`config.mk`:
```
export PLATFORM = sky130hd
export DESIGN_NAME = rect_highlight_alpha_blend_core
export DESIGN_NICKNAME = d
export VERILOG_FILES = /design/src/hw/rtl/rha_pkg.sv /design/src/hw/rtl/rha_cfg.sv /design/src/hw/rtl/rha_blend_ch.sv /design/src/hw/rtl/rect_highlight_alpha_blend_core.sv
export VERILOG_INCLUDE_DIRS = /design/src /design/src/hw/rtl
export SDC_FILE = /design/constraint.sdc
export NUM_CORES = 2
export LEC_CHECK = 0
export BUFFER_PORTS_ARGS = -buffer_cell sky130_fd_sc_hd__buf_2
export CORE_MARGIN = 10
export CORE_UTILIZATION = 40
export CTS_CLUSTER_DIAMETER = 120
export DETAILED_ROUTE_END_ITERATION = 16
export GPL_TIMING_DRIVEN = 0
export SLEW_MARGIN = 0
export SYNTH_ARGS = -nofsm -noshare
export SYNTH_HDL_FRONTEND = slang
export SYNTH_HIERARCHICAL = 1
export SYNTH_SLANG_ARGS = --single-unit
```
`constraint.sdc`:
```
create_clock -name clock -period 16.67 [get_ports clock]
set_input_delay 0 -clock clock [delete_from_list [all_inputs] [get_ports clock]]
set_output_delay 0 -clock clock [all_outputs]
set_load 0.005 [all_outputs]
```
`src/hw/rtl/rect_highlight_alpha_blend_core_macros.svh`:
```
// Assertion macros for the rectangle highlight blend core.
// Included by files that carry concurrent checks; no other dependencies.
`ifndef RECT_HIGHLIGHT_ALPHA_BLEND_CORE_MACROS_SVH
`define RECT_HIGHLIGHT_ALPHA_BLEND_CORE_MACROS_SVH
`ifndef SYNTHESIS
`define RHA_ASSERT_SAME(label, clk, rst, ante, cons) \
   label: assert property (@(posedge clk) disable iff (rst) (ante) |-> (cons)) \
      else $error("assertion failed");
`define RHA_ASSERT_NEXT(label, clk, rst, ante, cons) \
   label: assert property (@(posedge clk) disable iff (rst) (ante) |=> (cons)) \
      else $error("assertion failed");
`else
`define RHA_ASSERT_SAME(label, clk, rst, ante, cons)
`define RHA_ASSERT_NEXT(label, clk, rst, ante, cons)
`endif
`endif

```
`src/hw/rtl/rha_pkg.sv`:
```
// Shared types, constants and helpers for the rectangle highlight blend core.
// No dependencies.
`timescale 1ns / 1ps
package rha_pkg;
   localparam int CH_W       = 8;
   localparam int COORD_W    = 16;
   localparam int ALPHA_W    = 9;
   localparam int RECT_POS_W = 17;
   localparam int COLOR_W    = 3 * CH_W;
   localparam int CSR_ADDR_W = 3;
   localparam int CSR_DATA_W = 32;
   localparam int REQ_DATA_W = 2 * COORD_W + 3 * CH_W;
   localparam int RSP_DATA_W = 3 * CH_W;

   localparam logic [ALPHA_W-1:0] ALPHA_ONE  = 9'd256;
   localparam logic [ALPHA_W-1:0] ALPHA_INIT = 9'd128;
   localparam logic [COLOR_W-1:0] COLOR_INIT = 24'hFFFF00;
   localparam logic [CH_W-1:0]    MAXV_INIT  = 8'd255;

   typedef enum logic [CSR_ADDR_W-1:0] {
      CSR_RECT_X     = 3'd0,
      CSR_RECT_Y     = 3'd1,
      CSR_RECT_W     = 3'd2,
      CSR_RECT_H     = 3'd3,
      CSR_ALPHA      = 3'd4,
      CSR_COLOR      = 3'd5,
      CSR_MAX_VALUE  = 3'd6,
      CSR_IMAGE_SIZE = 3'd7
   } csr_index_type;

   // settings derived from the registers, ready for the datapath
   typedef struct packed {
      logic [COORD_W-1:0] x_lo;
      logic [COORD_W-1:0] x_hi;
      logic [COORD_W-1:0] y_lo;
      logic [COORD_W-1:0] y_hi;
      logic [ALPHA_W-1:0] alpha;
      logic [CH_W-1:0]    ov_red;
      logic [CH_W-1:0]    ov_green;
      logic [CH_W-1:0]    ov_blue;
      logic [CH_W-1:0]    max_value;
   } cfg_type;

   // round(h * mv / 255); division by 255 via x/255 = (x + (x >> 8) + 1) >> 8
   function automatic logic [CH_W-1:0] scale_color(input logic [CH_W-1:0] h,
                                                   input logic [CH_W-1:0] mv);
      logic [15:0] p;
      logic [16:0] s;
      p = 16'(h) * 16'(mv) + 16'd127;
      s = {1'b0, p} + 17'(p[15:8]) + 17'd1;
      return s[15:8];
   endfunction
endpackage

```
`src/hw/rtl/rha_cfg.sv`:
```
// Configuration register file and derived settings (clip window, scaled color).
// Depends on rha_pkg.
`timescale 1ns / 1ps
module rha_cfg
   import rha_pkg::*;
(
   input  logic                  clock,
   input  logic                  reset,
   input  logic                  csr_valid,
   output logic                  csr_ready,
   input  logic [CSR_ADDR_W-1:0] csr_addr,
   input  logic [CSR_DATA_W-1:0] csr_wdata,
   output cfg_type               cfg
);
   logic [RECT_POS_W-1:0] rect_x_ff;
   logic [RECT_POS_W-1:0] rect_y_ff;
   logic [COORD_W-1:0]    rect_w_ff;
   logic [COORD_W-1:0]    rect_h_ff;
   logic [ALPHA_W-1:0]    alpha_ff;
   logic [COLOR_W-1:0]    color_ff;
   logic [CH_W-1:0]       maxv_ff;
   logic [2*COORD_W-1:0]  size_ff;

   cfg_type cfg_ff;
   cfg_type cfg_in;

   logic [RECT_POS_W:0]   x_sum;
   logic [RECT_POS_W:0]   y_sum;
   logic [COORD_W-1:0]    img_w;
   logic [COORD_W-1:0]    img_h;

   assign csr_ready = 1'b1;

   always_ff @(posedge clock) begin
      if (reset) begin
         rect_x_ff <= '0;
         rect_y_ff <= '0;
         rect_w_ff <= '0;
         rect_h_ff <= '0;
         alpha_ff  <= ALPHA_INIT;
         color_ff  <= COLOR_INIT;
         maxv_ff   <= MAXV_INIT;
         size_ff   <= '0;
      end else if (csr_valid) begin
         unique case (csr_index_type'(csr_addr))
            CSR_RECT_X:     rect_x_ff <= csr_wdata[RECT_POS_W-1:0];
            CSR_RECT_Y:     rect_y_ff <= csr_wdata[RECT_POS_W-1:0];
            CSR_RECT_W:     rect_w_ff <= csr_wdata[COORD_W-1:0];
            CSR_RECT_H:     rect_h_ff <= csr_wdata[COORD_W-1:0];
            CSR_ALPHA:      alpha_ff  <= csr_wdata[ALPHA_W-1:0];
            CSR_COLOR:      color_ff  <= csr_wdata[COLOR_W-1:0];
            CSR_MAX_VALUE:  maxv_ff   <= csr_wdata[CH_W-1:0];
            CSR_IMAGE_SIZE: size_ff   <= csr_wdata[2*COORD_W-1:0];
            default:        ;
         endcase
      end
   end

   assign img_w = size_ff[COORD_W-1:0];
   assign img_h = size_ff[2*COORD_W-1:COORD_W];
   assign x_sum = {rect_x_ff[RECT_POS_W-1], rect_x_ff} + {2'b00, rect_w_ff};
   assign y_sum = {rect_y_ff[RECT_POS_W-1], rect_y_ff} + {2'b00, rect_h_ff};

   always_comb begin
      cfg_in.x_lo = rect_x_ff[RECT_POS_W-1] ? '0 : rect_x_ff[COORD_W-1:0];
      cfg_in.y_lo = rect_y_ff[RECT_POS_W-1] ? '0 : rect_y_ff[COORD_W-1:0];
      // negative right/bottom edge leaves an empty window
      priority if (x_sum[RECT_POS_W]) begin
         cfg_in.x_hi = '0;
      end else if (x_sum[RECT_POS_W-1:0] > {1'b0, img_w}) begin
         cfg_in.x_hi = img_w;
      end else begin
         cfg_in.x_hi = x_sum[COORD_W-1:0];
      end
      priority if (y_sum[RECT_POS_W]) begin
         cfg_in.y_hi = '0;
      end else if (y_sum[RECT_POS_W-1:0] > {1'b0, img_h}) begin
         cfg_in.y_hi = img_h;
      end else begin
         cfg_in.y_hi = y_sum[COORD_W-1:0];
      end
      cfg_in.alpha     = (alpha_ff > ALPHA_ONE) ? ALPHA_ONE : alpha_ff;
      cfg_in.ov_red    = scale_color(color_ff[3*CH_W-1:2*CH_W], maxv_ff);
      cfg_in.ov_green  = scale_color(color_ff[2*CH_W-1:CH_W], maxv_ff);
      cfg_in.ov_blue   = scale_color(color_ff[CH_W-1:0], maxv_ff);
      cfg_in.max_value = maxv_ff;
   end

   always_ff @(posedge clock) begin
      cfg_ff <= cfg_in;
   end

   assign cfg = cfg_ff;
endmodule

```
`src/hw/rtl/rha_blend_ch.sv`:
```
// One-channel alpha blend toward the overlay value, clamped to max_value.
// Depends on rha_pkg.
`timescale 1ns / 1ps
module rha_blend_ch
   import rha_pkg::*;
(
   input  logic [CH_W-1:0]    orig,
   input  logic [CH_W-1:0]    ov,
   input  logic [ALPHA_W-1:0] alpha,
   input  logic [CH_W-1:0]    max_value,
   output logic [CH_W-1:0]    result
);
   logic [ALPHA_W-1:0]      inv_alpha;
   logic [ALPHA_W+CH_W-1:0] prod_orig;
   logic [ALPHA_W+CH_W-1:0] prod_ov;
   logic [ALPHA_W+CH_W:0]   sum;
   logic [CH_W+1:0]         mixed;

   assign inv_alpha = ALPHA_ONE - alpha;
   assign prod_orig = (ALPHA_W+CH_W)'(inv_alpha) * (ALPHA_W+CH_W)'(orig);
   assign prod_ov   = (ALPHA_W+CH_W)'(alpha) * (ALPHA_W+CH_W)'(ov);
   assign sum = (ALPHA_W+CH_W+1)'(prod_orig) + (ALPHA_W+CH_W+1)'(prod_ov)
              + (ALPHA_W+CH_W+1)'(ALPHA_ONE >> 1);
   assign mixed = sum[ALPHA_W+CH_W:ALPHA_W-1];
   assign result = (mixed > (CH_W+2)'(max_value)) ? max_value : mixed[CH_W-1:0];
endmodule

```
`src/hw/rtl/rect_highlight_alpha_blend_core.sv`:
```
// Top level of the rectangle highlight blend core: input register, window test,
// three channel blends, result register. Depends on rha_pkg, rha_cfg, rha_blend_ch.
//
//  channel   ports          payload (low bit first)
//  request   req_*          tdata: pix_x, pix_y, in_red, in_green, in_blue
//  response  rsp_*          tdata: out_red, out_green, out_blue; tuser: highlighted
//  csr       csr_*          addr: register index, wdata: value
//
// One pixel per clock unless stalled; stages: input register, result register.
// A csr write is registered, then the derived clip window and color are registered.
// Both pipeline stages hold while the response is stalled; req_tready follows.
// Reset is synchronous and restores the documented register defaults.
`timescale 1ns / 1ps
`include "rect_highlight_alpha_blend_core_macros.svh"
module rect_highlight_alpha_blend_core
   import rha_pkg::*;
(
   input  logic                  clock,
   input  logic                  reset,
   input  logic                  req_tvalid,
   output logic                  req_tready,
   input  logic [REQ_DATA_W-1:0] req_tdata,  // pix_x, pix_y, in_red, in_green, in_blue
   output logic                  rsp_tvalid,
   input  logic                  rsp_tready,
   output logic [RSP_DATA_W-1:0] rsp_tdata,  // out_red, out_green, out_blue
   output logic                  rsp_tuser,  // highlighted
   input  logic                  csr_valid,
   output logic                  csr_ready,
   input  logic [CSR_ADDR_W-1:0] csr_addr,
   input  logic [CSR_DATA_W-1:0] csr_wdata
);
   cfg_type cfg;

   logic                  advance;
   logic                  s1_valid_ff;
   logic [REQ_DATA_W-1:0] s1_data_ff;
   logic                  rsp_valid_ff;
   logic [RSP_DATA_W-1:0] rsp_data_ff;
   logic [RSP_DATA_W-1:0] rsp_data_in;
   logic                  rsp_hl_ff;

   logic [COORD_W-1:0]    pix_x;
   logic [COORD_W-1:0]    pix_y;
   logic [CH_W-1:0]       in_red;
   logic [CH_W-1:0]       in_green;
   logic [CH_W-1:0]       in_blue;
   logic [CH_W-1:0]       bl_red;
   logic [CH_W-1:0]       bl_green;
   logic [CH_W-1:0]       bl_blue;
   logic                  in_rect;

   rha_cfg u_cfg (
      .clock     (clock),
      .reset     (reset),
      .csr_valid (csr_valid),
      .csr_ready (csr_ready),
      .csr_addr  (csr_addr),
      .csr_wdata (csr_wdata),
      .cfg       (cfg)
   );

   assign advance    = !rsp_valid_ff || rsp_tready;
   assign req_tready = advance;

   always_ff @(posedge clock) begin
      if (reset) begin
         s1_valid_ff  <= 1'b0;
         rsp_valid_ff <= 1'b0;
      end else if (advance) begin
         s1_valid_ff  <= req_tvalid;
         rsp_valid_ff <= s1_valid_ff;
      end
   end

   always_ff @(posedge clock) begin
      if (advance && req_tvalid) begin
         s1_data_ff <= req_tdata;
      end
      if (advance && s1_valid_ff) begin
         rsp_data_ff <= rsp_data_in;
         rsp_hl_ff   <= in_rect;
      end
   end

   assign pix_x    = s1_data_ff[COORD_W-1:0];
   assign pix_y    = s1_data_ff[2*COORD_W-1:COORD_W];
   assign in_red   = s1_data_ff[2*COORD_W+CH_W-1:2*COORD_W];
   assign in_green = s1_data_ff[2*COORD_W+2*CH_W-1:2*COORD_W+CH_W];
   assign in_blue  = s1_data_ff[2*COORD_W+3*CH_W-1:2*COORD_W+2*CH_W];

   assign in_rect = (pix_x >= cfg.x_lo) && (pix_x < cfg.x_hi)
                 && (pix_y >= cfg.y_lo) && (pix_y < cfg.y_hi);

   rha_blend_ch u_blend_red (
      .orig      (in_red),
      .ov        (cfg.ov_red),
      .alpha     (cfg.alpha),
      .max_value (cfg.max_value),
      .result    (bl_red)
   );

   rha_blend_ch u_blend_green (
      .orig      (in_green),
      .ov        (cfg.ov_green),
      .alpha     (cfg.alpha),
      .max_value (cfg.max_value),
      .result    (bl_green)
   );

   rha_blend_ch u_blend_blue (
      .orig      (in_blue),
      .ov        (cfg.ov_blue),
      .alpha     (cfg.alpha),
      .max_value (cfg.max_value),
      .result    (bl_blue)
   );

   assign rsp_data_in = in_rect ? {bl_blue, bl_green, bl_red}
                                : {in_blue, in_green, in_red};

   assign rsp_tvalid = rsp_valid_ff;
   assign rsp_tdata  = rsp_data_ff;
   assign rsp_tuser  = rsp_hl_ff;

   `RHA_ASSERT_NEXT(a_req_lands, clock, reset, req_tvalid && req_tready, s1_valid_ff)
   `RHA_ASSERT_NEXT(a_pass_through, clock, reset, advance && s1_valid_ff && !in_rect, rsp_tdata == $past(s1_data_ff[REQ_DATA_W-1:2*COORD_W]))
   `RHA_ASSERT_SAME(a_blend_clamped, clock, reset, rsp_tvalid && rsp_tuser, rsp_tdata[CH_W-1:0] <= cfg.max_value && rsp_tdata[2*CH_W-1:CH_W] <= cfg.max_value && rsp_tdata[3*CH_W-1:2*CH_W] <= cfg.max_value)
endmodule

```
==> flow_summary_export.csv <==
group,metric,value,unit
detailed_routing,first_pass_iters,5,
timing,final_max_slew_viol_count,0,
setup_path,critPathLaunchType,"flip-flop",
yosys,synth_edf_count,81,
detailed_routing,drt-vias-per-instance,5.011,
layout,layout.nets,5562,
detailed_routing,drc,0,
yosys,ys_seq_area_share,19.10,%
clocking,cts_setup_buffers,0,
yosys,synth_cells,4272,
power_and_ir_drop,switching_share,47.39,%
yosys,synth_xor_area_share,3.124,%
power_and_ir_drop,p_leak,20.85,nW
timing,min_period,10360,ps
yosys,ys.flop_type,"dfxtp_1",
layout,antenna_cells,0,
detailed_routing,wire_per_inst,17.12,um
clocking,cts_buffer_depth,3,
timing,clock_skew,46.33,ps
yosys,synth_top_family_by_area,"adder cells",
yosys,netlist_top_cells_area,"fa_1 (24%), ha_1 (15%), dfxtp_1 (13%), inv_1 (7.5%), and2_1 (6.5%)",
yosys,synth.mux.area_fraction,2.069,%
yosys,synth_simple_gate_area_share,17.89,%
worst_hold_path,min_path_type,"input pin to flip-flop",
die,num_io_pins,124,
detailed_routing,drt_iter0_drc,1639,
timing,slew_headroom,22.92,%
yosys,synth_adder_area_share,39.29,%
setup_path,worstPathRequired,17010,ps
placed_design,post-dp-hpwl,80320,um
global_route,grt_overflow,0,
global_route,first_global_vias,30191,
layout,drive_gt1_share,7.185,%
setup_path,cp_top_family,"adder cells",
clocking,cts_root_buf,"clkbuf_16",
yosys,synth_compound_area_share,9.616,%
power_and_ir_drop,power_switching,3.018,mW
setup_path,crit_slowest_cell,"xnor2_1",
power_and_ir_drop,intPower,3.351,mW
global_route,antenna_found_initial,8,
timing,finalHoldViolations,0,
clocking,cts_hold_buf,101,
global_route,grt_use_total,18.54,%
detailed_routing,ant_nets,0,
die,placement_rows,113,
yosys,netlist-cell-type-count,99,
setup_path,critical_path.max_fanout,10,
layout,fillers,9350,
timing,max_freq,0.09650,GHz
clocking,clock_latency,640,ps
yosys,ys_seq_elements,327,
power_and_ir_drop,power_density,147.4,mW/mm2
die,initial_core_util,40.43,%
clocking,path_clk_slew,60,ps
yosys,synth_top_cell_by_area,"fa_1",
yosys,avgSynthCellArea,9.018,um2
power_and_ir_drop,p_comb_share,68.9,%
placed_design,port_buffers,112,
yosys,yosysWarnings,6,
timing,tightest_slew,1148,ps
setup_path,endpoint_kind,"flip-flop",
placed_design,dp_cells,5651,
yosys,yosysTopAreaCellShare,23.80,%
layout,syn2layout_area_growth,12.18,%
power_and_ir_drop,peakVddDrop,0.1547,mV
die,dieArea,0.1091,mm2
status,status,"finished, final reports clean",
clocking,numClockSinks,327,
clocking,ctsResizeCount,0,
timing,finalCritPeriodShare,62.16,%
timing,rsz0062_at_grt,"false",
yosys,syn_area,0.03853,mm2
clocking,htree_levels,2,
layout,fin_cells,5830,
flow_run,drv_cap,0,
layout,layout_common_cells,"inv_1 (770), nand2_1 (559), ha_1 (477)",
setup_path,crit_buf_inv,6,
placed_design,gp_congestion,0.8802,
detailed_routing,drt_wl_total,99790,um
clocking,numCtsBuffers,42,
clocking,tritoncts,"done",
global_route,grt_pass1_wl,162100,um
power_and_ir_drop,p_clk_share,15.4,%
die,core_area,0.09529,mm2
die,die_h,330.3,um
yosys,syn_nets,5303,
setup_path,max_stage_delay,830,ps
power_and_ir_drop,p_seq_share,15.7,%
detailed_routing,vias,29215,
yosys,async_reset_ff_share,0,%
timing,setup_tns,0,ps
setup_path,crit_type,"flip-flop to flip-flop",
layout,layout_commonest_cell,"inv_1",
setup_path,critPathArrivalTime,10700,ps
setup_path,crit_top_cell,"fa_1",
global_route,grt_max_degree,37,
timing,setup_violations,0,
die,fp.dieW,330.3,um
## cell families after synthesis
group / Yosys count
AO/OA/AOI/OAI: 565
XOR/XNOR: 128
adder cells (fa/ha/maj): 935
buffers and inverters: 893
flip-flops: 327
multiplexers: 66
other: 1
AND/OR/NAND/NOR: 1357
## Yosys cell counts (7+ instances only)
| cell type | n |
|---|---|
| o21bai_1 | 14 |
| clkbuf_1 | 88 |
| nor4_1 | 13 |
| inv_1 | 770 |
| o21a_1 | 15 |
| o21ai_1 | 36 |
| ha_1 | 477 |
| buf_2 | 12 |
| nand2b_1 | 22 |
| nor2b_1 | 66 |
| and2_2 | 8 |
| xnor2_1 | 72 |
| nand2_1 | 559 |
| mux2i_1 | 19 |
| nand4_1 | 40 |
| a211oi_1 | 18 |
| edfxtp_1 | 81 |
| o21ai_0 | 48 |
| nand3b_1 | 21 |
| or3_1 | 11 |
| and2_1 | 399 |
| nand3_1 | 51 |
| dfxtp_1 | 246 |
| mux2_2 | 26 |
| nor3_1 | 27 |
| mux2_4 | 20 |
| nor2_1 | 98 |
| a211oi_2 | 10 |
| xor2_1 | 49 |
| fa_1 | 458 |
| a21oi_1 | 247 |
| and3_1 | 13 |
| a21o_1 | 48 |
| clkbuf_2 | 8 |
| a31oi_1 | 17 |
| o31ai_1 | 14 |
| buf_1 | 7 |
| a211o_1 | 14 |
## routing by layer
| layer | vias to the layer above | GRT usage, % | part of all wire, % |
|---|---|---|---|
| li1 | 14224 | - | - |
| met1 | 14209 | 25.07 | 46 |
| met2 | 638 | 30.67 | 46 |
| met3 | 134 | 2.606 | 5.0 |
| met4 | 10 | 5.315 | 2.8 |
| met5 | - | 0 | 0.043 |
## path summary, 6_finish.rpt
path,startpoint,to,slack [ps],cells past startpoint
hold reg to reg,u_cfg/size_ff[9]$_SDFFE_PP0P_,u_cfg/size_ff[9]$_SDFFE_PP0P_,460,2
setup reg to reg,u_cfg/cfg[33]$_SDFF_PN0_,rsp_tdata[23]$_DFFE_PP_,6310,32
setup / recovery,u_cfg/cfg[33]$_SDFF_PN0_,rsp_tdata[23]$_DFFE_PP_,6310,32
hold / removal,req_tdata[17],s1_data_ff[17]$_DFFE_PP_,70,2
## sequential cells by signal, indices dropped and copies added, names as in the netlist
name	count
u_cfg/cfg	105
s1_data_ff	56
u_cfg/size_ff	32
rsp_tdata	24
u_cfg/color_ff	24
u_cfg/rect_x_ff	17
u_cfg/rect_y_ff	17
u_cfg/rect_h_ff	16
u_cfg/rect_w_ff	16
u_cfg/alpha_ff	9
u_cfg/maxv_ff	8
rsp_tuser	1
rsp_tvalid	1
s1_valid_ff	1
## per-stage QoR
stage	setup slack, ps	hold WS [ps]	total power [mW]	utilization [%]	instance area (um2)
finish	6308	71.62	6.370	45.35	43220
global route	5843	52.99	7.030	45.35	43220
CTS	6467	36.60	6.416	45.35	43220
detailed placement	6504	178.1	5.363	42.71	40700
global placement	6521	176.9	5.300	42.68	40670
floorplan	8217	69.07	4.368	-	38530
## final cells by class
cell class / count / area, um2 / area share [%]
Multi-Input combinational cell: 3052 / 27740 / 64.20
Sequential cell: 327 / 7357 / 17.02
Inverter: 770 / 2890 / 6.688
Timing Repair Buffer: 215 / 1603 / 3.709
Tap cell: 1265 / 1583 / 3.662
Clock buffer: 50 / 1142 / 2.643
Buffer: 123 / 539.3 / 1.248
Clock inverter: 28 / 359.1 / 0.8309
## power groups by stage
stage / Combinational (mW) / Clock [mW] / Sequential (mW)
6_report: 4.39 / 0.980 / 0.999
5_1_grt: 4.98 / 1.04 / 1.01
4_1_cts: 4.41 / 1.01 / 0.999
3_5_place_dp: 4.35 / 0 / 1.02
3_3_place_gp: 4.28 / 0 / 1.02
2_1_floorplan: 3.41 / 0 / 0.963
Power figures use the tool's default switching activity.
